`src/ecsr_pkg.sv`:
```
// ----------------------------------------------------------------------------
// ecsr_pkg
// Shared types and codes for the edge list to compressed-row builder.
// ----------------------------------------------------------------------------
package ecsr_pkg;

	localparam int NCW = 11;

	localparam logic [2:0] FUNC_CLEAR = 3'd0;
	localparam logic [2:0] FUNC_ADD   = 3'd1;
	localparam logic [2:0] FUNC_BUILD = 3'd2;
	localparam logic [2:0] FUNC_RROW  = 3'd3;
	localparam logic [2:0] FUNC_RCOL  = 3'd4;

	localparam logic [2:0] ST_OK    = 3'd0;
	localparam logic [2:0] ST_RANGE = 3'd1;
	localparam logic [2:0] ST_SELF  = 3'd2;
	localparam logic [2:0] ST_FULL  = 3'd3;
	localparam logic [2:0] ST_BAD   = 3'd4;
	localparam logic [2:0] ST_NOTB  = 3'd5;

	localparam logic [2:0] ADDR_NODE_COUNT = 3'd0;

	typedef struct packed {
		logic        [2:0]  func;
		logic signed [31:0] node_a;
		logic signed [31:0] node_b;
		logic        [12:0] read_index;
	} cmd_t;

	typedef struct packed {
		logic [2:0]  status;
		logic [13:0] value;
		logic [12:0] legal_edges;
		logic [15:0] offered_edges;
	} rsp_t;

	typedef struct packed {
		logic [NCW-1:0] node_count;
		logic           wr;
	} cfg_t;

endpackage

```
`src/ecsr_apb.sv`:
```
// ----------------------------------------------------------------------------
// ecsr_apb
// Configuration register block holding node_count.
// ----------------------------------------------------------------------------
module ecsr_apb (
	input  logic                  clk,
	input  logic                  arst_n,
	input  logic                  psel,
	input  logic                  penable,
	input  logic                  pwrite,
	input  logic [2:0]            paddr,
	input  logic [31:0]           pwdata,
	output logic [31:0]           prdata,
	output logic                  pready,
	output ecsr_pkg::cfg_t        cfg
);
	import ecsr_pkg::*;

	logic [NCW-1:0] node_count_q;
	logic           hit;

	assign pready = 1'b1;
	assign hit    = (paddr[2] == ADDR_NODE_COUNT[2]);

	always_ff @(posedge clk or negedge arst_n) begin
		if (!arst_n) begin
			node_count_q <= NCW'(1024);
		end else if (psel && penable && pwrite && hit) begin
			node_count_q <= pwdata[NCW-1:0];
		end
	end

	assign prdata = hit ? {{(32-NCW){1'b0}}, node_count_q} : 32'd0;
	assign cfg.node_count = node_count_q;
	assign cfg.wr = psel && penable && pwrite && hit;
endmodule

```
`config.mk`:
```
export PLATFORM = sky130hd
export DESIGN_NAME = ecsr_apb
export DESIGN_NICKNAME = d
export VERILOG_FILES = /design/src/ecsr_pkg.sv /design/src/ecsr_apb.sv
export SDC_FILE = /design/constraint.sdc
export NUM_CORES = 1
export LEC_CHECK = 0
export BUFFER_PORTS_ARGS = -buffer_cell sky130_fd_sc_hd__buf_4
export CELL_PAD_IN_SITES_DETAIL_PLACEMENT = 2
export CELL_PAD_IN_SITES_GLOBAL_PLACEMENT = 2
export CORE_AREA = 2 2 96 61
export DETAILED_ROUTE_END_ITERATION = 7
export DIE_AREA = 0 0 98 63
export GPL_TIMING_DRIVEN = 0
export PLACE_DENSITY = 0.75
export SYNTH_ARGS = -nofsm -noshare
export SYNTH_HDL_FRONTEND = slang
export SYNTH_SLANG_ARGS = --single-unit
```
`constraint.sdc`:
```
create_clock -name clk -period 0.8 [get_ports clk]
set_input_delay 0 -clock clk [delete_from_list [all_inputs] [get_ports clk]]
set_output_delay 0 -clock clk [all_outputs]
set_load 0.02 [all_outputs]
```
==> reports/results.ini, run 1 <==
[worst_hold_path]
hold_class=in2async

[detailed_routing]
routed_wl_um=2220
first_iter_violations=6
detail-route-antenna-nets=0
num_vias=671
viasPerCell=3.06
wl_per_cell_um=10.1
drc=0
drt-pass1-iter-count=2

[sta]
period_share_pct=129
tightestPinTransition_ns=0.594
slew-limit-headroom_pct=60.4
timing.fmax_ghz=0.971
timing.final.ws_setup_ns=-0.230
hold_viol_final=0
hold_slack_ns=0.142
slew_violations=0
skew_ns=0
min_period_ns=1.03
rsz0062_at_grt=true
final-setup-viol-count=32

[finish]
syn2layout_area_growth_pct=118
drive_above_1_share_pct=68.7
layout_commonest_cell=buf_4
layout_common_cells=buf_4 (49), buf_6 (27), conb_1 (22)
largestRegisters=node_count_q (11)
largest_register=node_count_q
largest_reg_flops=11
fin_util_pct=29.3
fin_area_um2=1570
fin_nets=191
antenna_cells=0

[clock_network]
cts_sinks=11
cts_tree=yes
numCtsBuffers=3
htreeDepth=1
clk_pin_slew_ns=0.05
clk_path_buf_depth=2
cts_root_buffer=clkbuf_8
insertion_delay_ns=0.23

[pwr]
ir_drop_uv=691
power_w=0.00299
p_leak_nw=0.837
p_per_area_nw_per_um2=1910

[floorplanning]
rows=21
ioPinCount=85
die_h_um=63
core_area_um2=5330
dieArea_um2=6170
die_x_um=98
initial_core_util_pct=13.5

[yosys]
synth.distinct_cells=12
synth.area.top_cells=dfrtp_1 (35%), buf_4 (23%), mux2_4 (19%), nor2b_1 (8.7%), dfstp_2 (3.7%)
synthCells=61
yosysTopAreaCellShare_pct=34.8
syn_area_per_cell_um2=11.8
synth_top_cell_by_area=dfrtp_1
ys_seq_elements=11
syn-cell-area_um2=719
yosys_warnings=0
seq_area_frac_synth_pct=38.4

[setup_path]
crit_path_end_kind=primary output
crit_slowest_cell=dfstp_2
worstPathArrival_ns=1.03
critPathBufInv=1
critPathKind=reg2out
crit_path_start_kind=flop
critPathMaxStageDelay_ns=0.53
cp_max_fo=3
cp_top_family=flip-flops
crit_chain=nor2b_4 -> buf_6
critPathRequiredTime_ns=0.80

[global_routing]
antenna_found_initial=0
grt_overflow_total=0
grtUsageTotal_pct=7.28
grt_max_degree=12
grt_pass1_wl_um=3440
grt_pass1_vias=697

[place]
finalWeightedCongestion=0.571
portBuffers=39
preCtsSetupSlack_ns=-0.128
place_area_um2=1200
post-dp-hpwl_um=1700

[flow_run]
cap_viol_max_count=0

[run_status]
violations=negative setup slack
outcome=complete, but fails checks

per-stage QoR:
| step | cells | setup TNS (ns) |
|---|---|---|
| after detailed placement | 189 | -1.98 |
| after CTS | 216 | -3.64 |
| after global placement | 189 | -1.78 |
| after global routing | 219 | -4.48 |
| after floorplan | 81 | -0.170 |
| final | 219 | -3.52 |
cell usage after synthesis:
cell      number
inv_1          1
nor2b_1       10
dfrtp_1       10
and2b_1        1
conb_1         2
nand4b_4       1
dfstp_2        1
mux2_2         2
buf_6          1
clkbuf_1       1
mux2_4         9
buf_4         22
layout make-up:
type | count | area, um^2
fill | 638 | 3770
timing repair buffer | 65 | 616
multi-input combinational | 45 | 345
sequential | 11 | 289
buffer | 24 | 180
tap | 69 | 86.3
clock buffer | 4 | 45.0
inverter | 1 | 3.75
metal layers:
metal | global-route usage [%] | share of wire (%) | vias up
li1 | - | - | 327
met2 | 13.7 | 56 | 25
met5 | 0 | 0 | -
met3 | 1.45 | 4.8 | 2
met4 | 3.13 | 1.2 | 0
met1 | 7.92 | 38 | 317
logic make-up (layout without fill, tap and decap cells):
group                  Yosys count  in the layout  share of synthesized area [%]
buffers and inverters           25             94                           25.6
flip-flops                      11             11                           38.4
multiplexers                    11             11                           21.9
other                            2             22                           1.04
AND/OR/NAND/NOR                 12             12                           13.0
power by group:
group / switching [W] / leakage (nW) / internal, W
Sequential: 0.0000914 / 0.120 / 0.000710
Combinational: 0.000646 / 0.695 / 0.000975
Clock: 0.000214 / 0.0228 / 0.000350
Total: 0.000952 / 0.837 / 0.00204
path summary, 6_finish.rpt:
path / from / endpoint / slack (ns) / cells after the start
min: arst_n / node_count_q[4]$_DFFE_PN0P_ / 0.14 / 2
max in group asynchronous: arst_n / node_count_q[10]$_DFFE_PN1P_ / 0.43 / 2
min reg2reg: node_count_q[3]$_DFFE_PN0P_ / node_count_q[3]$_DFFE_PN0P_ / 0.61 / 2
min in group clk: penable / node_count_q[5]$_DFFE_PN0P_ / 0.15 / 3
max reg2reg: node_count_q[5]$_DFFE_PN0P_ / node_count_q[5]$_DFFE_PN0P_ / -0.09 / 2
max: node_count_q[10]$_DFFE_PN1P_ / prdata[10] / -0.23 / 2
repair_timing:
item | CTS | global route
endpoints found under the hold margin | 22 | 0
setup buffers | 11 | 3
hold buffers | 12 | 0
resized for setup | 20 | 6
endpoints found under the setup margin | 22 | 32
(Power assumes the default switching activity.)
==> run 2, diff against run 1 <==
--- a/config.mk
+++ b/config.mk
@@ -8,11 +8,11 @@
 export BUFFER_PORTS_ARGS = -buffer_cell sky130_fd_sc_hd__buf_4
 export CELL_PAD_IN_SITES_DETAIL_PLACEMENT = 2
 export CELL_PAD_IN_SITES_GLOBAL_PLACEMENT = 2
-export CORE_AREA = 2 2 96 61
+export CORE_AREA = 2 2 69 71
 export DETAILED_ROUTE_END_ITERATION = 7
-export DIE_AREA = 0 0 98 63
+export DIE_AREA = 0 0 71 73
 export GPL_TIMING_DRIVEN = 0
-export PLACE_DENSITY = 0.75
+export PLACE_DENSITY = 0.84
 export SYNTH_ARGS = -nofsm -noshare
 export SYNTH_HDL_FRONTEND = slang
 export SYNTH_SLANG_ARGS = --single-unit
==> constraint.sdc (replaced) <==
create_clock -name clk -period 1.2 [get_ports clk]
set_input_delay 0 -clock clk [delete_from_list [all_inputs] [get_ports clk]]
set_output_delay 0 -clock clk [all_outputs]
set_load 0.02 [all_outputs]
==> reports/results.ini, run 2 (same netlist as run 1, synthesis figures left out) <==
[finish]
final-seq-area_um2=277
largestRegisters=node_count_q (11)
drive_above_1_share_pct=57.4
largest_reg_flops=11
fin_area_um2=1320
layout_common_cells=buf_4 (61), conb_1 (22), dlygate4sd3_1 (12)
largest_register=node_count_q
layout_commonest_cell=buf_4
stdcell_count=190
fin_nets=177
syn2layout_area_growth_pct=83.5
antenna_cells=0
fill_cells=516
multi_input_area_um2=334

[global_routing]
grtUsageTotal_pct=8.03
antenna_found_initial=0
grt_max_degree=12
grt_pass1_wl_um=3190
grt_pass1_vias=681
grt_overflow_total=0

[place]
preCtsSetupSlack_ns=0.270
place_area_um2=1150
finalWeightedCongestion=0.679
placed_cells=174
portBuffers=39
post-dp-hpwl_um=1540

[setup_path]
crit_chain=nor2b_1 -> buf_4
critPathKind=reg2out
worstPathArrival_ns=1.04
cp_max_fo=3
critPathMaxStageDelay_ns=0.53
critPathRequiredTime_ns=1.20
crit_slowest_cell=dfstp_2
reg2reg_depth=1
crit_path_end_kind=primary output
crit_path_start_kind=flop

[pwr]
power_w=0.00166
p_per_area_nw_per_um2=1260
p_leak_nw=0.740
ir_drop_uv=327

[sta]
period_share_pct=86.7
setup-tns-final_ns=0
slew_violations=0
skew_ns=0
final-setup-viol-count=0
timing.fmax_ghz=0.961
timing.final.ws_setup_ns=0.159
hold_viol_final=0
min_period_ns=1.04
rsz0062_at_grt=false

[floorplanning]
core_area_um2=4540
die_h_um=73
ioPinCount=85
die_x_um=71
rows=25
dieArea_um2=5180
initial_core_util_pct=15.9

[detailed_routing]
wl_per_cell_um=10.8
viasPerCell=3.39
drt-pass1-iter-count=2
first_iter_violations=2
num_vias=644
routed_wl_um=2050
drc=0
detail-route-antenna-nets=0

[flow_run]
cap_viol_max_count=0

[clock_network]
clk_pin_slew_ns=0.05
cts_sinks=11
insertion_delay_ns=0.23
htreeDepth=1
cts_root_buffer=clkbuf_8
numCtsBuffers=3
cts_tree=yes
clk_path_buf_depth=2
postCtsSetupRepairBufs=0

[worst_hold_path]
hold_class=in2async

[run_status]
outcome=finished clean

-- run 2: changes by cell type in the layout (fill, tap and decap cells not counted) --
cell / before / now
dfrtp_1: 0 / 10
nor2b_1: 9 / 10
dfrtp_2: 10 / 0
mux2_4: 10 / 9
buf_4: 49 / 61
buf_6: 27 / 1
mux2_2: 1 / 2
nor2b_4: 1 / 0
-- run 2: area by class of cell --
class	instances	share of cell area (%)
repair buffers	51	31.3
plain buffers	24	13.6
clock buffers	4	3.41
multi-input cells	45	25.3
inverters	1	0.284
flip-flops and latches	11	20.9
well taps	54	5.12
-- run 2: report_power, final --
part	leakage [nW]	total, W	switching [W]	internal, W
registers	0.131	0.000528	0.0000683	0.000460
clock network	0.0228	0.000374	0.000141	0.000234
logic	0.587	0.000762	0.000362	0.000400
total	0.740	0.00166	0.000571	0.00109
-- run 2: worst paths after layout --
path	from	endpoint	slack, ns
worst min register to register	node_count_q[8]$_DFFE_PN0P_	node_count_q[8]$_DFFE_PN0P_	0.54
worst max register to register	node_count_q[5]$_DFFE_PN0P_	node_count_q[5]$_DFFE_PN0P_	0.42
max in group asynchronous	arst_n	node_count_q[10]$_DFFE_PN1P_	0.83
worst max-delay path	node_count_q[10]$_DFFE_PN1P_	prdata[10]	0.16
worst min-delay path	arst_n	node_count_q[3]$_DFFE_PN0P_	0.14
min in group clk	penable	node_count_q[5]$_DFFE_PN0P_	0.15
-- run 2: per-stage QoR --
step | hold slack [ns] | utilization [%]
6_report | 0.140 | 29.1
5_1_grt | 0.152 | 29.1
3_5_place_dp | -0.147 | 25.5
4_1_cts | 0.139 | 29.1
3_3_place_gp | -0.157 | 25.5
2_1_floorplan | -0.296 | -
-- run 2: metal layers --
| layer | vias to the layer above | track usage, % | routed length [um] |
|---|---|---|---|
| met5 | - | 0 | 0 |
| met4 | 0 | 1.89 | 8 |
| met3 | 2 | 3.18 | 247 |
| met2 | 46 | 14.3 | 1010 |
| met1 | 299 | 9.02 | 784 |
| li1 | 297 | - | - |
-- run 2: what timing repair did --
action / CTS / global route
hold endpoints to repair: 22 / 0
hold buffers: 12 / 0
resized for setup: 0 / 0
-- run 2: worst max-delay path, delay by kind of cell, from the launching register on --
kind	cells	cell delay (ns)
flops	1	0.53
buf+inv	1	0.15
simple gates	1	0.12
==> run 3, diff against run 2 <==
--- a/config.mk
+++ b/config.mk
@@ -5,12 +5,13 @@
 export SDC_FILE = /design/constraint.sdc
 export NUM_CORES = 1
 export LEC_CHECK = 0
+export ABC_AREA = 1
 export BUFFER_PORTS_ARGS = -buffer_cell sky130_fd_sc_hd__buf_4
 export CELL_PAD_IN_SITES_DETAIL_PLACEMENT = 2
 export CELL_PAD_IN_SITES_GLOBAL_PLACEMENT = 2
-export CORE_AREA = 2 2 69 71
+export CORE_AREA = 2 2 73 75
 export DETAILED_ROUTE_END_ITERATION = 7
-export DIE_AREA = 0 0 71 73
+export DIE_AREA = 0 0 75 77
 export GPL_TIMING_DRIVEN = 0
 export PLACE_DENSITY = 0.84
 export SYNTH_ARGS = -nofsm -noshare
==> reports/results.ini, run 3 <==
[global_routing]
grt_overflow_total=0
grt_pass1_wl_um=3690
antenna_found_initial=0
grt_max_degree=12
grt_pass1_vias=823
grtUsageTotal_pct=8.29

[run_status]
violations=negative hold slack
outcome=complete, but fails checks

[clock_network]
ctsResizeCount=0
cts_tree=yes
htreeDepth=1
numCtsBuffers=3
clk_pin_slew_ns=0.05
cts_root_buffer=clkbuf_8
cts_sinks=11
insertion_delay_ns=0.23
hold_buffers=3
clk_path_buf_depth=2
postCtsSetupRepairBufs=0

[floorplanning]
initial_core_util_pct=14.5
ioPinCount=85
rows=26
die_x_um=75
core_area_um2=4980
die_h_um=77
dieArea_um2=5780

[detailed_routing]
detail-route-antenna-nets=0
num_vias=777
viasPerCell=3.29
routed_wl_um=2230
drt-pass1-iter-count=2
drc=0
first_iter_violations=20
wl_per_cell_um=9.44

[sta]
period_share_pct=86.0
final-setup-viol-count=0
hold_slack_ns=-0.000495
setup-tns-final_ns=0
min_period_ns=1.03
timing.fmax_ghz=0.969
hold_viol_final=1
rsz0062_at_grt=false
slew_violations=0
skew_ns=0

[finish]
fin_nets=207
stdcell_count=236
layout_commonest_cell=buf_4
fin_util_pct=25.2
largestRegisters=node_count_q (11)
largest_reg_flops=11
fill_cells=630
drive_above_1_share_pct=42.2
largest_register=node_count_q
syn2layout_area_growth_pct=73.4
antenna_cells=0
multi_input_area_um2=275
layout_common_cells=buf_4 (62), nand2_1 (24), conb_1 (22)
final-seq-area_um2=277
fin_area_um2=1250

[place]
finalWeightedCongestion=0.677
post-dp-hpwl_um=1780
portBuffers=39
place_area_um2=1180
placed_cells=229

[worst_hold_path]
hold_class=in2reg

[pwr]
p_leak_nw=0.757
p_per_area_nw_per_um2=1200
power_w=0.00151
ir_drop_uv=274

[setup_path]
critPathMaxStageDelay_ns=0.54
critPathRequiredTime_ns=1.20
worstPathArrival_ns=1.03
crit_slowest_cell=dfstp_2
cp_top_family=flip-flops
crit_path_end_kind=primary output
crit_path_start_kind=flop
cp_max_fo=3
critPathKind=reg2out
crit_chain=inv_1 -> nor2_1 -> buf_4
critPathBufInv=2

[yosys]
ys_seq_elements=11
syn_area_per_cell_um2=7.23
yosysTopAreaCellShare_pct=34.6
synth-async-reset-ratio_pct=100
yosys-top-cells-count=nand2_1 (24), buf_4 (23), inv_1 (14)
synth-main-ff-cell=dfrtp_1
synth_top_cell_by_area=dfrtp_1
synthCells=100
yosys_warnings=0
synth.distinct_cells=11
yosysMostFrequentCell=nand2_1
synth-edff-count=0
synth.area.top_cells=dfrtp_1 (35%), buf_4 (24%), nand2_1 (12%), nand3_1 (7.6%), inv_1 (7.3%)
syn-cell-area_um2=723
seq_area_frac_synth_pct=38.2

[flow_run]
cap_viol_max_count=0

[run 3: cell count changes in the layout (fill, tap and decap cells not counted), sizes merged]
cell | before | now
mux2 | 11 | 0
nand2 | 0 | 24
dlygate4sd3 | 12 | 3
and2b | 1 | 0
buf | 62 | 65
nand3 | 0 | 11
nand4b | 1 | 0
clkbuf | 5 | 4
nor2b | 10 | 0
nor2 | 0 | 12
inv | 1 | 14
[run 3: power by group]
| part | switching [W] | total [W] | internal, W |
|---|---|---|---|
| registers | 0.0000579 | 0.000504 | 0.000447 |
| clock network | 0.000134 | 0.000367 | 0.000233 |
| logic | 0.000359 | 0.000634 | 0.000275 |
[run 3: metal layers]
| layer | wire length, um | GRT usage, % | vias up |
|---|---|---|---|
| met2 | 1240 | 15.5 | 35 |
| met3 | 133 | 1.05 | 2 |
| met5 | 0 | 0 | - |
| met4 | 28 | 4.29 | 0 |
| li1 | - | - | 381 |
| met1 | 826 | 8.55 | 359 |
[run 3: metrics by stage]
step	hold slack, ns	worst slack [ns]
floorplan	-0.296	0.290
global placement	-0.154	0.428
detailed placement	-0.153	0.413
CTS	0.000619	0.151
global route	0.00132	0.123
finish	-0.000495	0.168
[run 3: area by class of cell]
cell class | instances | share of cell area, %
plain buffers | 26 | 15.5
clock buffers | 4 | 3.59
inverters | 14 | 4.19
multi-input cells | 69 | 22.0
flip-flops and latches | 11 | 22.1
well taps | 70 | 6.99
repair buffers | 42 | 25.7
[run 3: path summary, 6_finish.rpt]
check | cells after the start | from | end | slack (ns)
max | 3 | node_count_q[10]$_DFFE_PN1P_ | prdata[10] | 0.17
max in group asynchronous | 2 | arst_n | node_count_q[10]$_DFFE_PN1P_ | 0.84
min reg2reg | 2 | node_count_q[10]$_DFFE_PN1P_ | node_count_q[10]$_DFFE_PN1P_ | 0.48
min in group asynchronous | 2 | arst_n | node_count_q[0]$_DFFE_PN0P_ | 0.14
min | 3 | pwdata[10] | node_count_q[10]$_DFFE_PN1P_ | -0.0005
max reg2reg | 2 | node_count_q[10]$_DFFE_PN1P_ | node_count_q[10]$_DFFE_PN1P_ | 0.49
[run 3: logic make-up after synthesis]
group                  Yosys count  synth area share, %
buffers and inverters           40                 34.1
DFF                             11                 38.2
other                            2                 1.04
and+or+nand+nor                 47                 26.6
[run 3: worst register-to-register path, delay by kind of cell (launching register included)]
family	cells	cell delay [ns]
flip-flops	1	0.54
AND/OR/NAND/NOR	2	0.11
