`src/ecsr_alu.sv`:
```
// ----------------------------------------------------------------------------
// ecsr_alu
// Shared adder used for degree updates, prefix sums and fill pointers.
// ----------------------------------------------------------------------------
module ecsr_alu #(
	parameter int W = 14
) (
	input  logic [W-1:0] op_a,
	input  logic [W-1:0] op_b,
	output logic [W-1:0] sum
);
	assign sum = op_a + op_b;
endmodule

```
`config.mk`:
```
export PLATFORM = sky130hd
export DESIGN_NAME = ecsr_alu
export DESIGN_NICKNAME = d
export VERILOG_FILES = /design/src/ecsr_alu.sv
export SDC_FILE = /design/constraint.sdc
export NUM_CORES = 1
export LEC_CHECK = 0
export BUFFER_PORTS_ARGS = -buffer_cell sky130_fd_sc_hd__buf_2
export CAP_MARGIN = 25
export CELL_PAD_IN_SITES_DETAIL_PLACEMENT = 1
export CELL_PAD_IN_SITES_GLOBAL_PLACEMENT = 1
export CORE_ASPECT_RATIO = 0.75
export CORE_MARGIN = 2
export CORE_UTILIZATION = 34
export DETAILED_ROUTE_END_ITERATION = 8
export MAX_ROUTING_LAYER = met4
export PLACE_DENSITY = 0.95
export SYNTH_ARGS = -nofsm -noshare
export SYNTH_HDL_FRONTEND = slang
export SYNTH_SLANG_ARGS = --single-unit
```
`constraint.sdc`:
```
create_clock -name vclk -period 2.9
set_clock_uncertainty 0.1 [all_clocks]
set_input_delay 0.29 -clock vclk [all_inputs]
set_output_delay 0.29 -clock vclk [all_outputs]
set_load 0.005 [all_outputs]
```
==> results.md, run 1 <==
- The count of final setup violators is 0.
- Setup slack on the critical path of the routed design comes to 303 ps.
- The number of antenna violations at the first check in global routing is 0.
- The flow ran to the end, and the final reports show no timing, DRC or antenna violations.
- The sort of element at the start of the critical path is an input port.
- The first detailed-routing pass ran for 4 iterations.
- The arrival time at the worst endpoint is 2210 ps.
- Along the worst path, the maximum fanout reaches 3.
- The count of hold buffers inserted by post-cts repair is 0.
- The count of buffers added by post-CTS timing repair for setup is 0.
- The floorplan core area is 2050 um^2.
- Entering global routing, the biggest net connects 11 pins.
- The fraction of final layout cells with drive strength greater than 1 is 32.0%.
- In this run, placement finished with an instance count of 174.
- The total number of sequential cells is 0.
- The share of the yosys chip area belonging to registers is 0%.
- The final worst hold slack is 762 ps.
- The first global-routing pass estimated 4.20 mm of wire.
- In the final layout, flip-flops and latches occupy 0 um^2.
- After layout, the clock buffer instance count stands at 0.
- The die is 58.2 um wide.
- The total wirelength of the detailed-routed design is 2.76 mm.
- The path class of the tightest hold or removal check is in2out.
- Dividing the detail-routed wire length by the instance count gives 15.9 um.
- The sum of overflow across all layers after global routing is 0.
- The total number of vias is 999.
- The distinct cell type count of the synthesized netlist is 35.
- The repair_antennas step left the layout with diodes totalling 0.
- A synthesized cell averages 6.81 um^2.
- The die area is 2600 um^2.
- The synthesized instance count is 110.
- From synthesis to final layout, the design area changed by 31.1%.
- The total half-perimeter wirelength after legalization and detailed placement is 2.46 mm.
- The post-cts sizing count is 0.
- The final design area excluding fillers is 982 um^2.
- The kind of end point of the critical path is an output port.
- The count of nets left with antenna violations after detail routing is 0.
- The number of max-slew violations in the final report is 0.
- The setup TNS is 0 ps.
- The synthesized net count is 152.
- The final design utilization is 47.9%.
- The number of hold violations in the final report was 0.
- The classification of the worst setup path is in2out.
- The number of global-route vias before repair is 961.
- The final critical path takes up 89.5% of the cycle.
- IR analysis of the VDD net gives a maximum drop of 99.7 uV.
- STA puts the critical path data required time at 2510 ps.
- The count of buffers inserted at the top-level ports is 42.
- After detailed routing, the number of remaining DRC violations is 0.
- In this run the count of I/O pins placed on the die edge is 42.
- The synthesized netlist occupies a cell area of 749 um^2.
- OpenSTA, run right after detailed placement, puts the worst setup slack at 321 ps.
- Yosys printed 0 warnings.
- Once the floorplan was initialized, standard cells occupied 36.6% of the core.
- After layout, the minimum clock period comes to 2600 ps.
- The power density of the placed cells is 241 nW/um^2.
- The standby leakage power is 0.512 nW.
- The congestion estimate from routability-driven global placement came to 0.835.
- The via density per instance is 5.74.
- The transition time at the pin with the least slew margin is 284 ps.
- The sum of internal, switching and leakage power is 236 uW.
- In the final design database the tool counted 194 nets.
- The DRC violation total after the first TritonRoute iteration is 17.
- In this run the tightest slew margin relative to its limit is 80.9%.
- The overall die height is 44.7 um.
- The finished layout holds 174 standard cells, fillers aside.
- For this run, the total global-route usage over all layers was measured as 20.8%.
- Setup repair after global routing left no endpoint under its margin.
- The count of max-cap constraint violations is 0.
- Timing would allow up to 0.385 GHz.
- The placed cell area is 982 um^2.
- In this run the core area contains 14 standard-cell rows.
==> cell type report <==
class	instances	area [um^2]
Timing Repair Buffer	42	210
Multi-Input combinational cell	101	716
Inverter	7	26.3
Fill cell	295	1070
Tap cell	24	30.0
==> logic make-up (layout without fill, tap and decap cells) <==
logic type,Yosys count,after routing,share of synthesized area (%)
xor+xnor,6,6,7.01
compound gates,34,34,33.9
buf+inv,9,49,4.51
simple gates,47,47,30.2
fa+ha+maj,14,14,24.4
==> worst paths after layout <==
kind                    start      end  slack (ps)  depth (start not counted)
worst min-delay path  op_b[0]   sum[0]         760                          3
worst max-delay path  op_a[0]  sum[12]         300                         10
==> cells in the mapped netlist (2+ instances only) <==
cell type / count / area [um^2]
sky130_fd_sc_hd__a21o_1: 5 / 37.5
sky130_fd_sc_hd__a21oi_1: 8 / 40.0
sky130_fd_sc_hd__a31oi_1: 2 / 12.5
sky130_fd_sc_hd__and2_1: 2 / 12.5
sky130_fd_sc_hd__clkbuf_1: 2 / 7.51
sky130_fd_sc_hd__ha_1: 13 / 163
sky130_fd_sc_hd__inv_1: 7 / 26.3
sky130_fd_sc_hd__nand2_1: 8 / 30.0
sky130_fd_sc_hd__nand2b_1: 3 / 18.8
sky130_fd_sc_hd__nand3_1: 3 / 15.0
sky130_fd_sc_hd__nand4_1: 3 / 18.8
sky130_fd_sc_hd__nor2_1: 18 / 67.6
sky130_fd_sc_hd__nor2b_1: 3 / 18.8
sky130_fd_sc_hd__nor3_1: 3 / 15.0
sky130_fd_sc_hd__o21ai_0: 3 / 15.0
sky130_fd_sc_hd__o21ai_1: 3 / 15.0
sky130_fd_sc_hd__o311ai_2: 2 / 32.5
sky130_fd_sc_hd__xnor2_1: 5 / 43.8
==> report_power, final <==
| group | switching [mW] | internal (mW) | leakage [nW] | total, mW |
|---|---|---|---|---|
| Clock | 0 | 0 | 0 | 0 |
| Sequential | 0 | 0 | 0 | 0 |
| Combinational | 0.127 | 0.110 | 0.512 | 0.236 |
| Total | 0.127 | 0.110 | 0.512 | 0.236 |
==> routing by layer <==
| metal | vias to the layer above | share of wire [%] | track usage, % |
|---|---|---|---|
| met3 | 4 | 2.5 | 0 |
| met1 | 480 | 43 | 23.9 |
| li1 | 483 | - | - |
| met4 | 0 | 1.5 | 1.40 |
| met2 | 32 | 53 | 42.5 |
| met5 | - | 0 | - |
==> worst max-delay path, stage by stage <==
cell and delay, ps:
sky130_fd_sc_hd__buf_2 80, sky130_fd_sc_hd__ha_1 160, sky130_fd_sc_hd__inv_1 50, sky130_fd_sc_hd__fa_1 400
sky130_fd_sc_hd__and2b_1 260, sky130_fd_sc_hd__o2111ai_2 150, sky130_fd_sc_hd__a21o_1 240, sky130_fd_sc_hd__and2_4 170
sky130_fd_sc_hd__o311ai_2 230, sky130_fd_sc_hd__buf_2 150
==> cell usage in the layout (no fill, tap or decap), types with 2 or more instances in the layout <==
| cell type | count |
|---|---|
| sky130_fd_sc_hd__buf_2 | 42 |
| sky130_fd_sc_hd__nor2_1 | 18 |
| sky130_fd_sc_hd__ha_1 | 13 |
| sky130_fd_sc_hd__a21oi_1 | 8 |
| sky130_fd_sc_hd__nand2_1 | 8 |
| sky130_fd_sc_hd__inv_1 | 7 |
| sky130_fd_sc_hd__a21o_1 | 5 |
| sky130_fd_sc_hd__xnor2_1 | 5 |
| sky130_fd_sc_hd__nand3_1 | 3 |
| sky130_fd_sc_hd__nand4_1 | 3 |
| sky130_fd_sc_hd__o21ai_1 | 3 |
| sky130_fd_sc_hd__nand2b_1 | 3 |
| sky130_fd_sc_hd__nor3_1 | 3 |
| sky130_fd_sc_hd__o21ai_0 | 3 |
| sky130_fd_sc_hd__nor2b_1 | 3 |
| sky130_fd_sc_hd__and2_1 | 2 |
| sky130_fd_sc_hd__a31oi_1 | 2 |
| sky130_fd_sc_hd__o311ai_2 | 2 |
No activity file was read; power rests on OpenSTA's default activity.
==> run 2: changes to the inputs <==
==> constraint.sdc (replaced) <==
create_clock -name vclk -period 2.9
set_clock_uncertainty 0.1 [all_clocks]
set_input_delay 0.725 -clock vclk [all_inputs]
set_output_delay 0.725 -clock vclk [all_outputs]
set_load 0.005 [all_outputs]
==> results.md, run 2 (synthesis results as in run 1) <==
- Run status: finished with violations (was finished, final reports clean).
- The final reports fail on negative setup slack.
- The classification of the worst setup path is in2out (unchanged).
- The minimum clock period after layout was 3220 ps (was 2600 ps).
- The transition time at the pin with the least slew margin is 346 ps (was 284 ps).
- The final design area excluding fillers is 1300 um^2 (was 982 um^2).
- The wire length of the first global-routing pass came to 6.22 mm (was 4.20 mm).
- The number of remaining DRC errors came to 0 (unchanged).
- The die area is 2600 um^2 (unchanged).
- The fraction of final layout cells with drive strength greater than 1 is 49.7% (was 32.0%).
- The clock buffer count is 0 (unchanged).
- The number of max-slew violations in the final report is 0 (unchanged).
- The final net count is 223 (was 194).
- The horizontal die dimension is 58.2 um (unchanged).
- The total half-perimeter wirelength after legalization and detailed placement is 2.96 mm (was 2.46 mm).
- The average wire per standard cell came to 21.6 um (was 15.9 um).
- The critical path required time is 2080 ps (was 2510 ps).
- The share of the clock period used by the worst path after layout is 111% (was 89.5%).
- The DRC violation total after the first TritonRoute iteration is 49 (was 17).
- The final weighted congestion in routability-driven placement was 0.852 (was 0.835).
- The biggest cell delay along the critical path was 330 ps (was 400 ps).
- The count of final setup violators came to 11 (was 0).
- The final design utilization was 63.5% (was 47.9%).
- The buffering stage count on the worst path with inverters included is 4 (was 3).
- The sort of element at the start of the critical path is an input port (unchanged).
- The kind of end point of the critical path is an output port (unchanged).
- RSZ-0062 raised after global routing: true (was false).
- The count of buffers inserted at the top-level ports is 42 (unchanged).
- The largest fanout on the critical path is 2 (was 3).
- The placed cell area is 1200 um^2 (was 982 um^2).
- The number of global-route vias before repair is 1,316 (was 961).
- The starting density of the core is 36.6% (unchanged).
- The most frequent standard cell in the layout excluding fill and tap cells is sky130_fd_sc_hd__buf_2 (unchanged).
- The largest net degree at the start of global routing is 11 (unchanged).
- The standby leakage power is 0.685 nW (was 0.512 nW).
- The number of detailed-routing iterations run before antenna repair came to 4 (unchanged).
- Top library cells by usage in the layout, fill and taps aside: sky130_fd_sc_hd__buf_2 (40), sky130_fd_sc_hd__buf_4 (29), sky130_fd_sc_hd__nor2_1 (16) (was sky130_fd_sc_hd__buf_2 (42), sky130_fd_sc_hd__nor2_1 (18), sky130_fd_sc_hd__ha_1 (13)).
- The antenna diode count is 0 (unchanged).
- The growth of design area from synthesis to finish is 73.6% (was 31.1%).
- The sum of internal, switching and leakage power is 343 uW (was 236 uW).
- The number of placement rows was 14 (unchanged).
- The global-route usage over all layers is 32.4% (was 20.8%).
- The setup TNS is -2180 ps (was 0 ps).
- The via density per instance was 5.97 (was 5.74).
- The final critical-path setup slack is -318 ps (was 303 ps).
- The peak clock frequency supported by timing is 0.311 GHz (was 0.385 GHz).
- The maximum vdd ir drop came to 150 uV (was 99.7 uV).
- The sequential cell area is 0 um^2 (unchanged).
- The total number of sequential cells was 0 (unchanged).
- The kind of path behind the tightest hold check is in2out (unchanged).
- The count of nets left with antenna violations after detail routing is 0 (unchanged).
- The worst slew slack as a fraction of its limit is 76.9% (was 80.9%).
- The number of fill cells in the layout is 280 (was 295).
- The sum of overflow across all layers after global routing is 0 (unchanged).
- The total number of vias is 1,211 (was 999).
- The final worst hold slack is 1640 ps (was 762 ps).
- The area of the multi-input gates is 801 um^2 (was 716 um^2).
- The count of max-cap constraint violations was 0 (unchanged).
- The gate family responsible for the most delay along the worst path is adder cells (was compound AO/OA/AOI/OAI gates).
- The arrival time at the worst endpoint is 2390 ps (was 2210 ps).
- The overall die height is 44.7 um (unchanged).
- The number of antenna violations at the first check in global routing is 0 (unchanged).
- The power density of the placed cells is 264 nW/um^2 (was 241 nW/um^2).
- Crit-path cells: buf_8 -> ha_4 -> inv_2 -> fa_2 -> and2b_2 -> o2111ai_2 -> a21o_1 -> buf_4 -> nand4_1 -> o311ai_4 -> buf_2 (was buf_2 -> ha_1 -> inv_1 -> fa_1 -> and2b_1 -> o2111ai_2 -> a21o_1 -> and2_4 -> o311ai_2 -> buf_2).
- The number of hold violations in the final report came to 0 (unchanged).
- The total wirelength of the detailed-routed design is 4.38 mm (was 2.76 mm).
- The cell with the largest stage delay on the worst path is sky130_fd_sc_hd__fa_2 (was sky130_fd_sc_hd__fa_1).
- The floorplan core area was 2050 um^2 (unchanged).
- The top-level I/O count was 42 (unchanged).
## run 2: final timing paths
kind | from | cells after the start | slack (ps) | to
worst max-delay path | op_b[0] | 11 | -320 | sum[12]
worst min-delay path | op_a[0] | 3 | 1640 | sum[0]
## run 2: power by group
group | switching, mW | internal (mW)
clock network | 0 | 0
logic | 0.176 | 0.167
registers | 0 | 0
## run 2: area by class of cell
cell class                 count  share of cell area [%]
timing repair buffer          71                    34.1
inverter                       7                    2.02
multi-input combinational    101                    61.5
tap                           24                    2.31
## run 2: tightest hold or removal path, delay by kind of cell
family / cells / cell delay, ps
buf+inv: 2 / 180
fa+ha+maj: 1 / 110
## run 2: per-stage QoR
stage,setup WS [ps],instances
after CTS,-311,201
final,-318,203
after global placement,-382,198
after detailed placement,-443,198
after floorplan,-107,110
after global routing,-368,203
## run 2: metal layers
| metal | up-vias | part of all wire [%] | GRT usage, % |
|---|---|---|---|
| met4 | 0 | 3.7 | 14.0 |
| met5 | - | 0 | - |
| li1 | 539 | - | - |
| met1 | 584 | 42 | 36.4 |
| met3 | 18 | 6.1 | 3.51 |
| met2 | 70 | 48 | 58.4 |
## run 2: timing repair
item	in CTS	in global routing
setup endpoints to repair	9	11
gates resized for setup	9	6
hold buffers	0	0
pin swaps	8	4
endpoints found under the hold margin	0	0
buffers inserted	4	2
==> run 3: changes to the inputs <==
--- a/config.mk
+++ b/config.mk
@@ -5,16 +5,17 @@
 export SDC_FILE = /design/constraint.sdc
 export NUM_CORES = 1
 export LEC_CHECK = 0
+export ABC_AREA = 1
 export BUFFER_PORTS_ARGS = -buffer_cell sky130_fd_sc_hd__buf_2
 export CAP_MARGIN = 25
 export CELL_PAD_IN_SITES_DETAIL_PLACEMENT = 1
 export CELL_PAD_IN_SITES_GLOBAL_PLACEMENT = 1
 export CORE_ASPECT_RATIO = 0.75
 export CORE_MARGIN = 2
-export CORE_UTILIZATION = 34
+export CORE_UTILIZATION = 30
 export DETAILED_ROUTE_END_ITERATION = 8
 export MAX_ROUTING_LAYER = met4
-export PLACE_DENSITY = 0.95
+export PLACE_DENSITY = 0.93
 export SYNTH_ARGS = -nofsm -noshare
 export SYNTH_HDL_FRONTEND = slang
 export SYNTH_SLANG_ARGS = --single-unit
==> constraint.sdc (replaced) <==
create_clock -name vclk -period 3.5
set_clock_uncertainty 0.1 [all_clocks]
set_input_delay 0.875 -clock vclk [all_inputs]
set_output_delay 0.875 -clock vclk [all_outputs]
set_load 0.005 [all_outputs]
==> results.md, run 3 <==
- The top-level I/O count is 42 (unchanged).
- Leading cell types by total area after synthesis: sky130_fd_sc_hd__nand2_1 (24%), sky130_fd_sc_hd__ha_1 (21%), sky130_fd_sc_hd__inv_1 (12%), sky130_fd_sc_hd__nand3_1 (5.8%), sky130_fd_sc_hd__nor2_1 (5.8%) (was sky130_fd_sc_hd__ha_1 (22%), sky130_fd_sc_hd__nor2_1 (9.0%), sky130_fd_sc_hd__xnor2_1 (5.8%), sky130_fd_sc_hd__a21oi_1 (5.3%), sky130_fd_sc_hd__a21o_1 (5.0%)).
- The final worst hold slack is 1930 ps (was 1640 ps).
- The horizontal die dimension is 62.7 um (was 58.2 um).
- RSZ-0062 raised after global routing: false (was true).
- The via density per instance was 4.71 (was 5.97).
- The final critical-path setup slack is 171 ps (was -318 ps).
- The average wire per standard cell is 12.5 um (was 21.6 um).
- The count of buffers added by post-CTS timing repair for setup came to 0 (was 4).
- The power density of the placed cells is 184 nW/um^2 (was 264 nW/um^2).
- The post-cts sizing count is 0 (was 9).
- Run status: finished, final reports clean (was finished with violations).
- The arrival time at the worst endpoint is 2350 ps (was 2390 ps).
- The total placed cells including tap cells is 218 (was 198).
- The number of max-slew violations in the final report is 0 (unchanged).
- The hold-critical path depth is 3 (unchanged).
- The sum of overflow across all layers after global routing is 0 (unchanged).
- The average cell area after synthesis is 5.45 um^2 (was 6.81 um^2).
- The classification of the worst setup path is in2out (unchanged).
- The kind of end point of the critical path is an output port (unchanged).
- The final non-filler cell total is 218 (was 203).
- The floorplan core area is 2360 um^2 (was 2050 um^2).
- The final design utilization is 43.4% (was 63.5%).
- The count of final setup violators is 0 (was 11).
- Commonest cells in the synthesized netlist: sky130_fd_sc_hd__nand2_1 (50), sky130_fd_sc_hd__inv_1 (25), sky130_fd_sc_hd__ha_1 (13), sky130_fd_sc_hd__nor2_1 (12), sky130_fd_sc_hd__nand3_1 (9) (was sky130_fd_sc_hd__nor2_1 (18), sky130_fd_sc_hd__ha_1 (13), sky130_fd_sc_hd__a21oi_1 (8), sky130_fd_sc_hd__nand2_1 (8), sky130_fd_sc_hd__inv_1 (7)).
- The top-area cell type share of the netlist area came to 24.2% (was 21.7%).
- The count of nets left with antenna violations after detail routing is 0 (unchanged).
- The final design area excluding fillers came to 1030 um^2 (was 1300 um^2).
- The starting density of the core came to 32.8% (was 36.6%).
- The count of max-cap constraint violations came to 0 (unchanged).
- The maximum vdd ir drop is 51.4 uV (was 150 uV).
- The critical path required time is 2520 ps (was 2080 ps).
- The number of placement rows is 15 (was 14).
- The sequential cell area is 0 um^2 (unchanged).
- The count of hold buffers inserted by post-cts repair was 0 (unchanged).
- The final net count was 228 (was 223).
- The die area is 3010 um^2 (was 2600 um^2).
- The growth of design area from synthesis to finish is 32.6% (was 73.6%).
- The sort of element at the start of the critical path is an input port (unchanged).
- The number of detailed-routing iterations run before antenna repair is 4 (unchanged).
- The total number of vias is 1,026 (was 1,211).
- The wire length of the first global-routing pass is 4.40 mm (was 6.22 mm).
- The transition time at the pin with the least slew margin was 240 ps (was 346 ps).
- The total wirelength of the detailed-routed design is 2.72 mm (was 4.38 mm).
- The worst slew slack as a fraction of its limit is 84.0% (was 76.9%).
- The largest fanout on the critical path was 3 (was 2).
- The setup TNS is 0 ps (was -2180 ps).
- The number of global-route vias before repair is 1,028 (was 1,316).
- The number of remaining DRC errors was 0 (unchanged).
- The synthesized area is 774 um^2 (was 749 um^2).
- The antenna diode count is 0 (unchanged).
- The distinct cell type count of the synthesized netlist is 19 (was 35).
- The overall die height is 48.0 um (was 44.7 um).
- The synthesized instance count is 142 (was 110).
- The total half-perimeter wirelength after legalization and detailed placement is 2.55 mm (was 2.96 mm).
- Subtracting the final worst setup slack from the clock period gives 3330 ps.
- The most frequent standard cell in the layout excluding fill and tap cells is sky130_fd_sc_hd__nand2_1 (was sky130_fd_sc_hd__buf_2).
- The number of antenna violations at the first check in global routing is 0 (unchanged).
- The library cell with the highest instance count after synthesis is sky130_fd_sc_hd__nand2_1 (was sky130_fd_sc_hd__nor2_1).
- The largest net degree at the start of global routing is 6 (was 11).
- The number of hold violations in the final report came to 0 (unchanged).
- Derived from the worst setup path, the maximum achievable clock frequency is 0.300 GHz.
- The share of the yosys chip area belonging to registers is 0% (unchanged).
- The DRC violation total after the first TritonRoute iteration is 17 (was 49).
- The worst path uses 95.1% of the clock period.
- The count of synthesis-stage warnings from yosys is 0 (unchanged).
- The most area-hungry cell type in the Yosys netlist is sky130_fd_sc_hd__nand2_1 (was sky130_fd_sc_hd__ha_1).
- The synthesized net count came to 184 (was 152).
- The count of buffers inserted at the top-level ports came to 42 (unchanged).
- The kind of path behind the tightest hold check is in2out (unchanged).
- The worst-case setup slack after placement was 141 ps (was -443 ps).
- The clock buffer count is 0 (unchanged).
- The final weighted congestion in routability-driven placement is 0.849 (was 0.852).
- The global-route usage over all layers came to 18.9% (was 32.4%).
- The standby leakage power was 0.643 nW (was 0.685 nW).
- The sum of internal, switching and leakage power is 189 uW (was 343 uW).
- The placed cell area is 1030 um^2 (was 1200 um^2).
- The total number of sequential cells came to 0 (unchanged).
- The fraction of final layout cells with drive strength greater than 1 is 28.8% (was 49.7%).
- Top library cells by usage in the layout, fill and taps aside: sky130_fd_sc_hd__nand2_1 (50), sky130_fd_sc_hd__buf_2 (42), sky130_fd_sc_hd__inv_1 (24) (was sky130_fd_sc_hd__buf_2 (40), sky130_fd_sc_hd__buf_4 (29), sky130_fd_sc_hd__nor2_1 (16)).
[run 3: cell count changes in the layout (fill, tap and decap cells not counted), sizes merged, moves of 4 or more]
cell   before  now
inv         7   26
a21o        5    0
nand3       3   11
o21ai       6    0
nor2       18   14
buf        71   42
nand2       8   53
[run 3: path summary, 6_finish.rpt]
check,start,to,slack (ps)
worst max-delay path,op_a[0],sum[12],170
worst min-delay path,op_b[0],sum[0],1930
[run 3: area by class of cell]
type | count | area, um^2
Fill cell | 372 | 1340
Timing Repair Buffer | 42 | 210
Inverter | 27 | 101
Tap cell | 34 | 42.5
Multi-Input combinational cell | 115 | 673
[run 3: logic make-up after synthesis]
kind of cell	synth area share, %
adder cells (fa/ha/maj)	23.6
AO/OA/AOI/OAI	7.27
AND/OR/NAND/NOR	47.0
buffers and inverters	13.1
XOR/XNOR	9.05
[run 3: worst max-delay path, stage by stage]
cell                      delay (ps)
sky130_fd_sc_hd__buf_2            80
sky130_fd_sc_hd__ha_1            150
sky130_fd_sc_hd__inv_1            60
sky130_fd_sc_hd__fa_1            420
sky130_fd_sc_hd__inv_2           100
sky130_fd_sc_hd__nand3_1          70
sky130_fd_sc_hd__nand3_1         140
sky130_fd_sc_hd__nand3_1         110
sky130_fd_sc_hd__nand3_1          80
sky130_fd_sc_hd__nand2_1          70
sky130_fd_sc_hd__nand2_1          80
sky130_fd_sc_hd__buf_2           110
[run 3: where the power goes]
| group | internal (mW) | switching [mW] | total, mW | leakage [nW] |
|---|---|---|---|---|
| logic | 0.0806 | 0.108 | 0.189 | 0.643 |
| registers | 0 | 0 | 0 | 0 |
| clock network | 0 | 0 | 0 | 0 |
[run 3: per-layer routing]
metal / global-route usage [%] / vias to the layer above / share of wire (%)
li1: - / 528 / -
met1: 22.0 / 484 / 44
met2: 38.5 / 12 / 54
met3: 0.941 / 2 / 1.8
met4: 2.67 / 0 / 0.29
met5: - / - / 0
